## src/sv/blwe_pkg.sv

```systemverilog
package blwe_pkg;

    localparam logic [7:0] CHAR_CR  = 8'h0D;
    localparam logic [7:0] CHAR_LF  = 8'h0A;
    localparam logic [7:0] CHAR_PAD = 8'h3D;

    localparam logic [7:0] GPL_RESET = 8'd18;
    localparam int         QUEUE_DEPTH_DEF = 2;

    localparam int         PADDR_W  = 3;
    localparam logic [PADDR_W-1:0] ADDR_GPL = 3'd0;

    // Character slots of one transaction run: four symbols, then CR, LF.
    localparam logic [2:0] SLOT_SYM_LAST = 3'd3;
    localparam logic [2:0] SLOT_CR       = 3'd4;
    localparam logic [2:0] SLOT_LF       = 3'd5;

    // One encoded group waiting to be sent.
    typedef struct packed {
        logic [3:0][7:0] chars;
        logic            brk;
    } blwe_job_t;

    // Standard base64 alphabet.
    function automatic logic [7:0] b64_char(input logic [5:0] v);
        logic [7:0] c;
        if (v < 6'd26)
            c = 8'h41 + {2'b00, v};
        else if (v < 6'd52)
            c = 8'h61 + {2'b00, v - 6'd26};
        else if (v < 6'd62)
            c = 8'h30 + {2'b00, v - 6'd52};
        else if (v == 6'd62)
            c = 8'h2B;
        else
            c = 8'h2F;
        return c;
    endfunction

endpackage

```

## src/sv/blwe_in_if.sv

```systemverilog
interface blwe_in_if;
    logic       valid;
    logic       ready;
    logic [7:0] data_byte;
    logic       final_byte;

    modport source (output valid, output data_byte, output final_byte, input ready);
    modport sink   (input valid, input data_byte, input final_byte, output ready);
    modport mon    (input valid, input data_byte, input final_byte, input ready);
endinterface

```

## src/sv/blwe_out_if.sv

```systemverilog
interface blwe_out_if;
    logic       valid;
    logic       ready;
    logic [7:0] out_char;
    logic       last_of_run;

    modport source (output valid, output out_char, output last_of_run, input ready);
    modport sink   (input valid, input out_char, input last_of_run, output ready);
    modport mon    (input valid, input out_char, input last_of_run, input ready);
endinterface

```

## src/sv/blwe_front.sv

```systemverilog
module blwe_front
    import blwe_pkg::*;
(
    input  logic       clk,
    input  logic       rst_n,
    input  logic [7:0] groups_per_line,
    input  logic       in_valid,
    output logic       in_ready,
    input  logic [7:0] data_byte,
    input  logic       final_byte,
    input  logic       q_full,
    output logic       push,
    output blwe_job_t  push_job
);

    logic [7:0] held0_reg, held0_next;
    logic [7:0] held1_reg, held1_next;
    logic [1:0] fill_reg, fill_next;
    logic [7:0] line_reg, line_next;

    logic       accept;
    logic [7:0] limit;
    logic [8:0] line_inc;
    logic [7:0] b0, b1, b2;
    logic [1:0] count;
    logic [5:0] s0, s1, s2, s3;

    assign in_ready = !q_full;
    assign accept   = in_valid && in_ready;
    assign limit    = (groups_per_line == 8'd0) ? 8'd1 : groups_per_line;
    assign line_inc = {1'b0, line_reg} + 9'd1;

    always_comb
    begin
        held0_next = held0_reg;
        held1_next = held1_reg;
        fill_next  = fill_reg;
        line_next  = line_reg;
        push       = 1'b0;
        b0         = held0_reg;
        b1         = held1_reg;
        b2         = data_byte;
        count      = 2'd3;
        push_job.brk = 1'b0;

        if (accept)
        begin
            priority if (fill_reg == 2'd2)
            begin
                push         = 1'b1;
                push_job.brk = final_byte || (line_inc >= {1'b0, limit});
                line_next    = push_job.brk ? 8'd0 : line_inc[7:0];
                fill_next    = 2'd0;
            end
            else if (final_byte)
            begin
                // flush a partial group, always closed by a line break
                push         = 1'b1;
                push_job.brk = 1'b1;
                line_next    = 8'd0;
                fill_next    = 2'd0;
                b2           = 8'd0;
                if (fill_reg == 2'd0)
                begin
                    b0    = data_byte;
                    b1    = 8'd0;
                    count = 2'd1;
                end
                else
                begin
                    b1    = data_byte;
                    count = 2'd2;
                end
            end
            else
            begin
                if (fill_reg == 2'd0)
                    held0_next = data_byte;
                else
                    held1_next = data_byte;
                fill_next = fill_reg + 2'd1;
            end
        end

        s0 = b0[7:2];
        s1 = {b0[1:0], b1[7:4]};
        s2 = {b1[3:0], b2[7:6]};
        s3 = b2[5:0];
        push_job.chars[0] = b64_char(s0);
        push_job.chars[1] = b64_char(s1);
        push_job.chars[2] = (count > 2'd1) ? b64_char(s2) : CHAR_PAD;
        push_job.chars[3] = (count > 2'd2) ? b64_char(s3) : CHAR_PAD;
    end

    always_ff @(posedge clk or negedge rst_n)
    begin
        if (!rst_n)
        begin
            held0_reg <= 8'd0;
            held1_reg <= 8'd0;
            fill_reg  <= 2'd0;
            line_reg  <= 8'd0;
        end
        else
        begin
            held0_reg <= held0_next;
            held1_reg <= held1_next;
            fill_reg  <= fill_next;
            line_reg  <= line_next;
        end
    end

endmodule

```

## src/sv/blwe_queue.sv

```systemverilog
module blwe_queue
    import blwe_pkg::*;
#(
    parameter int DEPTH = QUEUE_DEPTH_DEF
)
(
    input  logic      clk,
    input  logic      rst_n,
    input  logic      push,
    input  blwe_job_t push_job,
    output logic      full,
    input  logic      pop,
    output logic      not_empty,
    output blwe_job_t head
);

    localparam int PTR_W = (DEPTH > 1) ? $clog2(DEPTH) : 1;
    localparam int CNT_W = $clog2(DEPTH + 1);
    localparam logic [PTR_W-1:0] PTR_LAST = PTR_W'(DEPTH - 1);
    localparam logic [CNT_W-1:0] CNT_FULL = CNT_W'(DEPTH);

    blwe_job_t        mem [DEPTH];
    logic [PTR_W-1:0] wr_ptr_reg, rd_ptr_reg;
    logic [CNT_W-1:0] cnt_reg;
    logic             do_push, do_pop;

    assign full      = (cnt_reg == CNT_FULL);
    assign not_empty = (cnt_reg != '0);
    assign head      = mem[rd_ptr_reg];
    assign do_push   = push && !full;
    assign do_pop    = pop && not_empty;

    always_ff @(posedge clk)
    begin
        if (do_push)
            mem[wr_ptr_reg] <= push_job;
    end

    always_ff @(posedge clk or negedge rst_n)
    begin
        if (!rst_n)
        begin
            wr_ptr_reg <= '0;
            rd_ptr_reg <= '0;
            cnt_reg    <= '0;
        end
        else
        begin
            if (do_push)
                wr_ptr_reg <= (wr_ptr_reg == PTR_LAST) ? '0 : wr_ptr_reg + PTR_W'(1);
            if (do_pop)
                rd_ptr_reg <= (rd_ptr_reg == PTR_LAST) ? '0 : rd_ptr_reg + PTR_W'(1);
            if (do_push && !do_pop)
                cnt_reg <= cnt_reg + CNT_W'(1);
            else if (do_pop && !do_push)
                cnt_reg <= cnt_reg - CNT_W'(1);
        end
    end

endmodule

```

## src/sv/blwe_back.sv

```systemverilog
module blwe_back
    import blwe_pkg::*;
(
    input  logic       clk,
    input  logic       rst_n,
    input  logic       job_valid,
    input  blwe_job_t  job,
    output logic       pop,
    output logic       out_valid,
    input  logic       out_ready,
    output logic [7:0] out_char,
    output logic       last_of_run
);

    logic [2:0] slot_reg, slot_next;
    logic       valid_reg, valid_next;
    logic [7:0] char_reg, char_next;
    logic       last_reg, last_next;

    logic       load;
    logic [2:0] slot_end;
    logic [7:0] cur_char;

    assign load     = !valid_reg || out_ready;
    assign slot_end = job.brk ? SLOT_LF : SLOT_SYM_LAST;

    always_comb
    begin
        if (slot_reg == SLOT_CR)
            cur_char = CHAR_CR;
        else if (slot_reg == SLOT_LF)
            cur_char = CHAR_LF;
        else
            cur_char = job.chars[slot_reg[1:0]];
    end

    always_comb
    begin
        slot_next  = slot_reg;
        valid_next = valid_reg;
        char_next  = char_reg;
        last_next  = last_reg;
        pop        = 1'b0;
        if (load)
        begin
            valid_next = job_valid;
            if (job_valid)
            begin
                char_next = cur_char;
                last_next = (slot_reg == slot_end);
                pop       = (slot_reg == slot_end);
                slot_next = pop ? 3'd0 : slot_reg + 3'd1;
            end
        end
    end

    always_ff @(posedge clk or negedge rst_n)
    begin
        if (!rst_n)
        begin
            slot_reg  <= 3'd0;
            valid_reg <= 1'b0;
        end
        else
        begin
            slot_reg  <= slot_next;
            valid_reg <= valid_next;
        end
    end

    always_ff @(posedge clk)
    begin
        char_reg <= char_next;
        last_reg <= last_next;
    end

    assign out_valid   = valid_reg;
    assign out_char    = char_reg;
    assign last_of_run = last_reg;

endmodule

```

## src/sv/base64_line_wrap_encoder.sv

```systemverilog
// base64_line_wrap_encoder - MIME base64 encoder with CR LF line wrapping.
// Input channel in_ch: one raw byte per transaction, final_byte marks the
// last byte of a message. Output channel out_ch: one ASCII character per
// transaction, last_of_run high on the last character caused by an input byte.
// Bytes that only gather into an open group produce no output at all.
// The first character of a group is written into the queue and then into
// the output register before it appears.
// Throughput: one character per cycle from the output sequencer while the
// receiver is ready and a group is queued; a group of up to three bytes is
// four characters, or six with CR LF. The front takes a byte every cycle
// while the job queue has room.
// Register groups_per_line (APB, byte address 0): groups before each CR LF,
// reset 18; zero behaves as one. Write it only while the encoder is idle.
// Reset: the open group, line count and queue are emptied, out_ch.valid drops.
// Receiver stall: the output register holds its character, the queue fills,
// and then in_ch.ready drops until space frees up.
module base64_line_wrap_encoder
    import blwe_pkg::*;
#(
    parameter int QUEUE_DEPTH = QUEUE_DEPTH_DEF
)
(
    input  logic               clk,
    input  logic               rst_n,
    blwe_in_if.sink            in_ch,
    blwe_out_if.source         out_ch,
    input  logic               psel,
    input  logic               penable,
    input  logic               pwrite,
    input  logic [PADDR_W-1:0] paddr,
    input  logic [31:0]        pwdata,
    output logic [31:0]        prdata,
    output logic               pready
);

    logic [7:0] gpl_reg;
    logic       cfg_wr;

    logic       q_push, q_full, q_pop, q_not_empty;
    blwe_job_t  q_push_job, q_head;

    // Configuration port: zero wait states, write on the access phase.
    assign pready = 1'b1;
    assign cfg_wr = psel && penable && pwrite && pready && (paddr == ADDR_GPL);
    assign prdata = (paddr == ADDR_GPL) ? {24'd0, gpl_reg} : 32'd0;

    always_ff @(posedge clk or negedge rst_n)
    begin
        if (!rst_n)
            gpl_reg <= GPL_RESET;
        else if (cfg_wr)
            gpl_reg <= pwdata[7:0];
    end

    // Front: gather bytes, encode a finished or flushed group, decide on the line break.
    blwe_front u_front (
        .clk             (clk),
        .rst_n           (rst_n),
        .groups_per_line (gpl_reg),
        .in_valid        (in_ch.valid),
        .in_ready        (in_ch.ready),
        .data_byte       (in_ch.data_byte),
        .final_byte      (in_ch.final_byte),
        .q_full          (q_full),
        .push            (q_push),
        .push_job        (q_push_job)
    );

    // Hold encoded groups so that a stalled receiver does not stop the front at once.
    blwe_queue #(
        .DEPTH (QUEUE_DEPTH)
    ) u_queue (
        .clk       (clk),
        .rst_n     (rst_n),
        .push      (q_push),
        .push_job  (q_push_job),
        .full      (q_full),
        .pop       (q_pop),
        .not_empty (q_not_empty),
        .head      (q_head)
    );

    // Back: walk the characters of the head group, one per output transaction.
    blwe_back u_back (
        .clk         (clk),
        .rst_n       (rst_n),
        .job_valid   (q_not_empty),
        .job         (q_head),
        .pop         (q_pop),
        .out_valid   (out_ch.valid),
        .out_ready   (out_ch.ready),
        .out_char    (out_ch.out_char),
        .last_of_run (out_ch.last_of_run)
    );

endmodule

```

## src/flat_wrapper.sv

```systemverilog
// flat-port wrapper written by rule: the top's interface ports become plain ports
module base64_line_wrap_encoder_flat import blwe_pkg::*;
#(
    parameter int QUEUE_DEPTH = QUEUE_DEPTH_DEF
)
  (clk, rst_n, psel, penable, pwrite, paddr, pwdata, prdata, pready, in_ch_valid, in_ch_data_byte, in_ch_final_byte, in_ch_ready, out_ch_valid, out_ch_out_char, out_ch_last_of_run, out_ch_ready);
  blwe_in_if in_ch_i ();
  blwe_out_if out_ch_i ();
  input  logic clk;
  input  logic rst_n;
  input  logic psel;
  input  logic penable;
  input  logic pwrite;
  input  logic [PADDR_W-1:0] paddr;
  input  logic [31:0] pwdata;
  output logic [31:0] prdata;
  output logic pready;
  input wire logic [$bits(in_ch_i.valid)-1:0] in_ch_valid;
  input wire logic [$bits(in_ch_i.data_byte)-1:0] in_ch_data_byte;
  input wire logic [$bits(in_ch_i.final_byte)-1:0] in_ch_final_byte;
  output wire logic [$bits(in_ch_i.ready)-1:0] in_ch_ready;
  output wire logic [$bits(out_ch_i.valid)-1:0] out_ch_valid;
  output wire logic [$bits(out_ch_i.out_char)-1:0] out_ch_out_char;
  output wire logic [$bits(out_ch_i.last_of_run)-1:0] out_ch_last_of_run;
  input wire logic [$bits(out_ch_i.ready)-1:0] out_ch_ready;
  assign in_ch_i.valid = in_ch_valid;
  assign in_ch_i.data_byte = in_ch_data_byte;
  assign in_ch_i.final_byte = in_ch_final_byte;
  assign in_ch_ready = in_ch_i.ready;
  assign out_ch_valid = out_ch_i.valid;
  assign out_ch_out_char = out_ch_i.out_char;
  assign out_ch_last_of_run = out_ch_i.last_of_run;
  assign out_ch_i.ready = out_ch_ready;
  base64_line_wrap_encoder #(.QUEUE_DEPTH(QUEUE_DEPTH)) u_core (.clk(clk), .rst_n(rst_n), .in_ch(in_ch_i), .out_ch(out_ch_i), .psel(psel), .penable(penable), .pwrite(pwrite), .paddr(paddr), .pwdata(pwdata), .prdata(prdata), .pready(pready));
endmodule
```

## config.mk

```make
export PLATFORM = sky130hd
export DESIGN_NAME = base64_line_wrap_encoder_flat
export DESIGN_NICKNAME = d
export VERILOG_FILES = /design/src/sv/blwe_pkg.sv /design/src/sv/blwe_in_if.sv /design/src/sv/blwe_out_if.sv /design/src/sv/blwe_front.sv /design/src/sv/blwe_queue.sv /design/src/sv/blwe_back.sv /design/src/sv/base64_line_wrap_encoder.sv /design/src/flat_wrapper.sv
export SDC_FILE = /design/constraint.sdc
export NUM_CORES = 1
export LEC_CHECK = 0
export ABC_AREA = 0
export BUFFER_PORTS_ARGS = -buffer_cell sky130_fd_sc_hd__buf_2
export CAP_MARGIN = 20
export CORE_AREA = 2 2 173 192
export DETAILED_ROUTE_END_ITERATION = 6
export DIE_AREA = 0 0 175 194
export HOLD_SLACK_MARGIN = 0.03
export PLACE_DENSITY = 0.47
export SYNTH_ARGS = -nofsm -noshare
export SYNTH_HDL_FRONTEND = slang
export SYNTH_SLANG_ARGS = --single-unit
```

## constraint.sdc

```tcl
create_clock -name clk -period 3.9 [get_ports clk]
set_input_delay 0.195 -clock clk [delete_from_list [all_inputs] [get_ports clk]]
set_output_delay 0.195 -clock clk [all_outputs]
set_load 0.005 [all_outputs]
```

==> results.md <==
* Top-count cell post-synth: nand2_1
* Max-Slew Margin vs Limit at 0.3781
* Netlist cell types at between 70 and 80
* Startpoint class of the critical path: flip-flop
* Wire length of the first global-routing pass at 30,710 um
* Critical path arrival at approximately 3700 ps
* FFs w/ async S/R, synth at 0.3590
* Initial antenna violation count at 0
* Worst-path clk slew at 60 ps
* Final setup viols at 0
* Hold Path Class: in2reg
* CTS tree: built
* CTS Buffer Depth at 2
* ANT cells at 0
* Placer Congestion at 0.8250
* Largest net degree at the start of global routing at 34
* CP endpoint kind: flip-flop
* Worst path cell trace: inv_1, ha_1, and2b_1, nand3_4, nand2_1, inv_1, ha_1, a21oi_1, xor2_1, or4_1, xnor2_1, o211ai_1, o311ai_0
* Setup_tns at 0 ps
* VDD IR-drop max at roughly 0.00032 V
* Die width at between 150 and 200 um
* Number of fill cells in the layout at about 3,300
* Worst slew pin tran at between 900 and 1000 ps
* Multi-input gate area at about 0.0042 mm^2
* FF/Latch Area at 0.003306 mm^2
* Placed wire-length estimate at around 14,000 um
* Core box area at around 0.032 mm^2
* Final net count at between 900 and 1,000
* Syn Inst Count at ~760
* Wire per inst at around 15 um
* H-tree levels at 4
* Vias at between 5,000 and 6,000
* Antenna Violating Nets Remaining at 0
* DR DRC count at 0
* P&R area growth vs syn at 18.09%
* Sequential area share after synthesis at 0.4190
* Setup Buffers After CTS at 0
* Number of port buffers at 45
* WP buf/inv at 2
* Max FO, Critical Path at 12
* Final wirelength at 19,180 um
* Mapped cell area at 0.007890 mm^2
* Initial core utilization at 0.2463
* Area leader, netlist: edfxtp_1
* Power density cells at 812.9 mW/mm^2
* Skew final at between 9 and 10 ps
* All-layer global routing usage at 0.1156
* Number of buffers created by CTS at 17
* Syn avg cell area at 10.44 um^2
* DRT Pass-1 Iters at 5
* Pre-CTS WS at around 180 ps
* Most frequent cells after synthesis: nand2_1 (79), edfxtp_1 (75), ha_1 (56)
* Die Footprint at about 0.034 mm^2
* Register with the most flip-flops: u_core.u_queue.mem
* # rows at 69
* Top_reg_cell synth: edfxtp_1
* Critical-path top delay cell: or4_1
* Sink Count at about 120
* Io pins at 95
* Count of final max-slew check failures at 0
* RSZ-0062 raised after global routing: no
* Worst skew pair latency at roughly 420 ps
* Post-synth top area share at 0.2854
* Delay-heaviest family, CP: simple AND/OR/NAND/NOR gates
* Vias per Instance at between 4 and 5
* Final hold violation count at 0
* Min cycle time layout at roughly 3600 ps
* CTS root buf: clkbuf_16
* Flops & latches, synth at 117
* Max-cap violations at 0
* CP peak stage delay at between 400 and 500 ps
* Worst setup margin at slightly below 300 ps
* Proportion of layout cells with a drive suffix above 1 at 0.1857
* Die Y at 194 um
* Status: finished, final reports clean
* Fmax at 277.4 MHz
* Vias in the first global route at approximately 5,500
* Final period util at 0.9242
* CP Class: reg2reg
* Total grt overflow at 0
* Iter 0 DRT Violations at between 300 and 400
* Leakage at 3.758 nW
* Synth area leaders: edfxtp_1 (29%), dfrtp_1 (13%), ha_1 (8.9%)
* Max reg flops at 66
* YS warnings at 0
* Number of synthesized flops with an enable pin at between 70 and 80
* Worst Path Required at approximately 4000 ps
-- where the power goes --
group          internal [mW]  switching (mW)  total, mW
sequential              1.97           0.212       2.18
combinational           1.65            2.24       3.89
clock                  0.931           0.572       1.50
-- cell type report --
type                    instances  share of cell area
multi-input cells             565              0.4497
flip-flops and latches        117              0.3548
repair buffers                 86             0.06123
well taps                     426             0.05720
clock buffers                  18             0.04606
inverters                      40             0.01638
clock inverters                14             0.01464
-- kinds of logic after synthesis --
family | after synthesis | synth area share
buffers and inverters | 97 | 0.06200
AO/OA/AOI/OAI | 157 | 0.1299
multiplexers | 47 | 0.09007
adder cells (fa/ha/maj) | 56 | 0.08880
flip-flops | 117 | 0.4190
other | 2 | 0.0009518
XOR/XNOR | 59 | 0.06787
AND/OR/NAND/NOR | 221 | 0.1415
-- placed cells by master (no fill, tap or decap), types with 3 or more instances in the layout --
master         Yosys  layout
dlygate4sd3_1      0      10
o22ai_1            7       7
o21ai_1            4       5
and2_1            11      11
clkinv_1           1       5
edfxtp_1          75      75
nand2_1           79      79
dfrtp_1           40      40
o21a_1             7       7
nor3b_1            4       4
or3_1              4       4
a21o_1             7       7
ha_1              56      56
mux2i_1           10      10
buf_2              7      45
a31oi_1           17      16
nor3_1            12      12
mux4_2            16      16
a41oi_1            3       3
nor2_1            37      36
xnor2_1           37      37
nor2b_1           11      11
inv_1             37      37
nand4_1            5       5
nand3b_1           8       8
clkbuf_16          0      17
buf_4             26      30
nand3_1           18      18
a22o_1             6       6
nand2b_1          14      14
o211ai_1           6       6
o21ai_0           37      36
nor4_1             3       3
mux2_2            19      19
conb_1             2      25
a21oi_1           30      30
clkinvlp_4         0       4
a211oi_1           4       4
xor2_1            21      21
-- through the flow --
stage	std cells	utilization	total power, mW	hold slack, ps	area (um^2)
after floorplan	779	-	4.962	-100.6	7976
after CTS	1266	0.2907	7.637	176.6	9311
after global routing	1266	0.2909	8.154	188.9	9318
final	1266	0.2909	7.574	197.1	9318
after global placement	1223	0.2693	6.061	400.1	8626
after detailed placement	1224	0.2699	6.099	212.5	8646
-- worst paths after layout --
| kind | slack [ps] | to | startpoint | cells after the start |
|---|---|---|---|---|
| max in group asynchronous | 2990 | u_core.gpl_reg[1] | rst_n | 3 |
| worst min-delay path | 200 | u_core.u_front.held0_reg[2] | in_ch_data_byte[2] | 2 |
| worst max-delay path | 300 | u_core.u_queue.mem[0][30] | u_core.u_front.fill_reg[0] | 13 |
| min in group asynchronous | 290 | u_core.gpl_reg[7] | rst_n | 2 |
| worst max register to register | 300 | u_core.u_queue.mem[0][30] | u_core.u_front.fill_reg[0] | 13 |
| worst min register to register | 480 | u_core.u_queue.cnt_reg[1] | u_core.u_queue.cnt_reg[1] | 1 |
-- layer usage --
metal / wire length [um] / vias up / track usage
met5: 0 / - / 0
met2: 8711 / 108 / 0.1777
met4: 223 / 0 / 0.03426
li1: - / 2843 / -
met3: 621 / 16 / 0.02000
met1: 9625 / 2704 / 0.1656
-- timing repair --
item,CTS,global route
endpoints found under the setup margin,0,4
endpoints found under the hold margin,27,0
resized for setup,0,2
hold buffers,10,0
(Power assumes the default switching activity.)
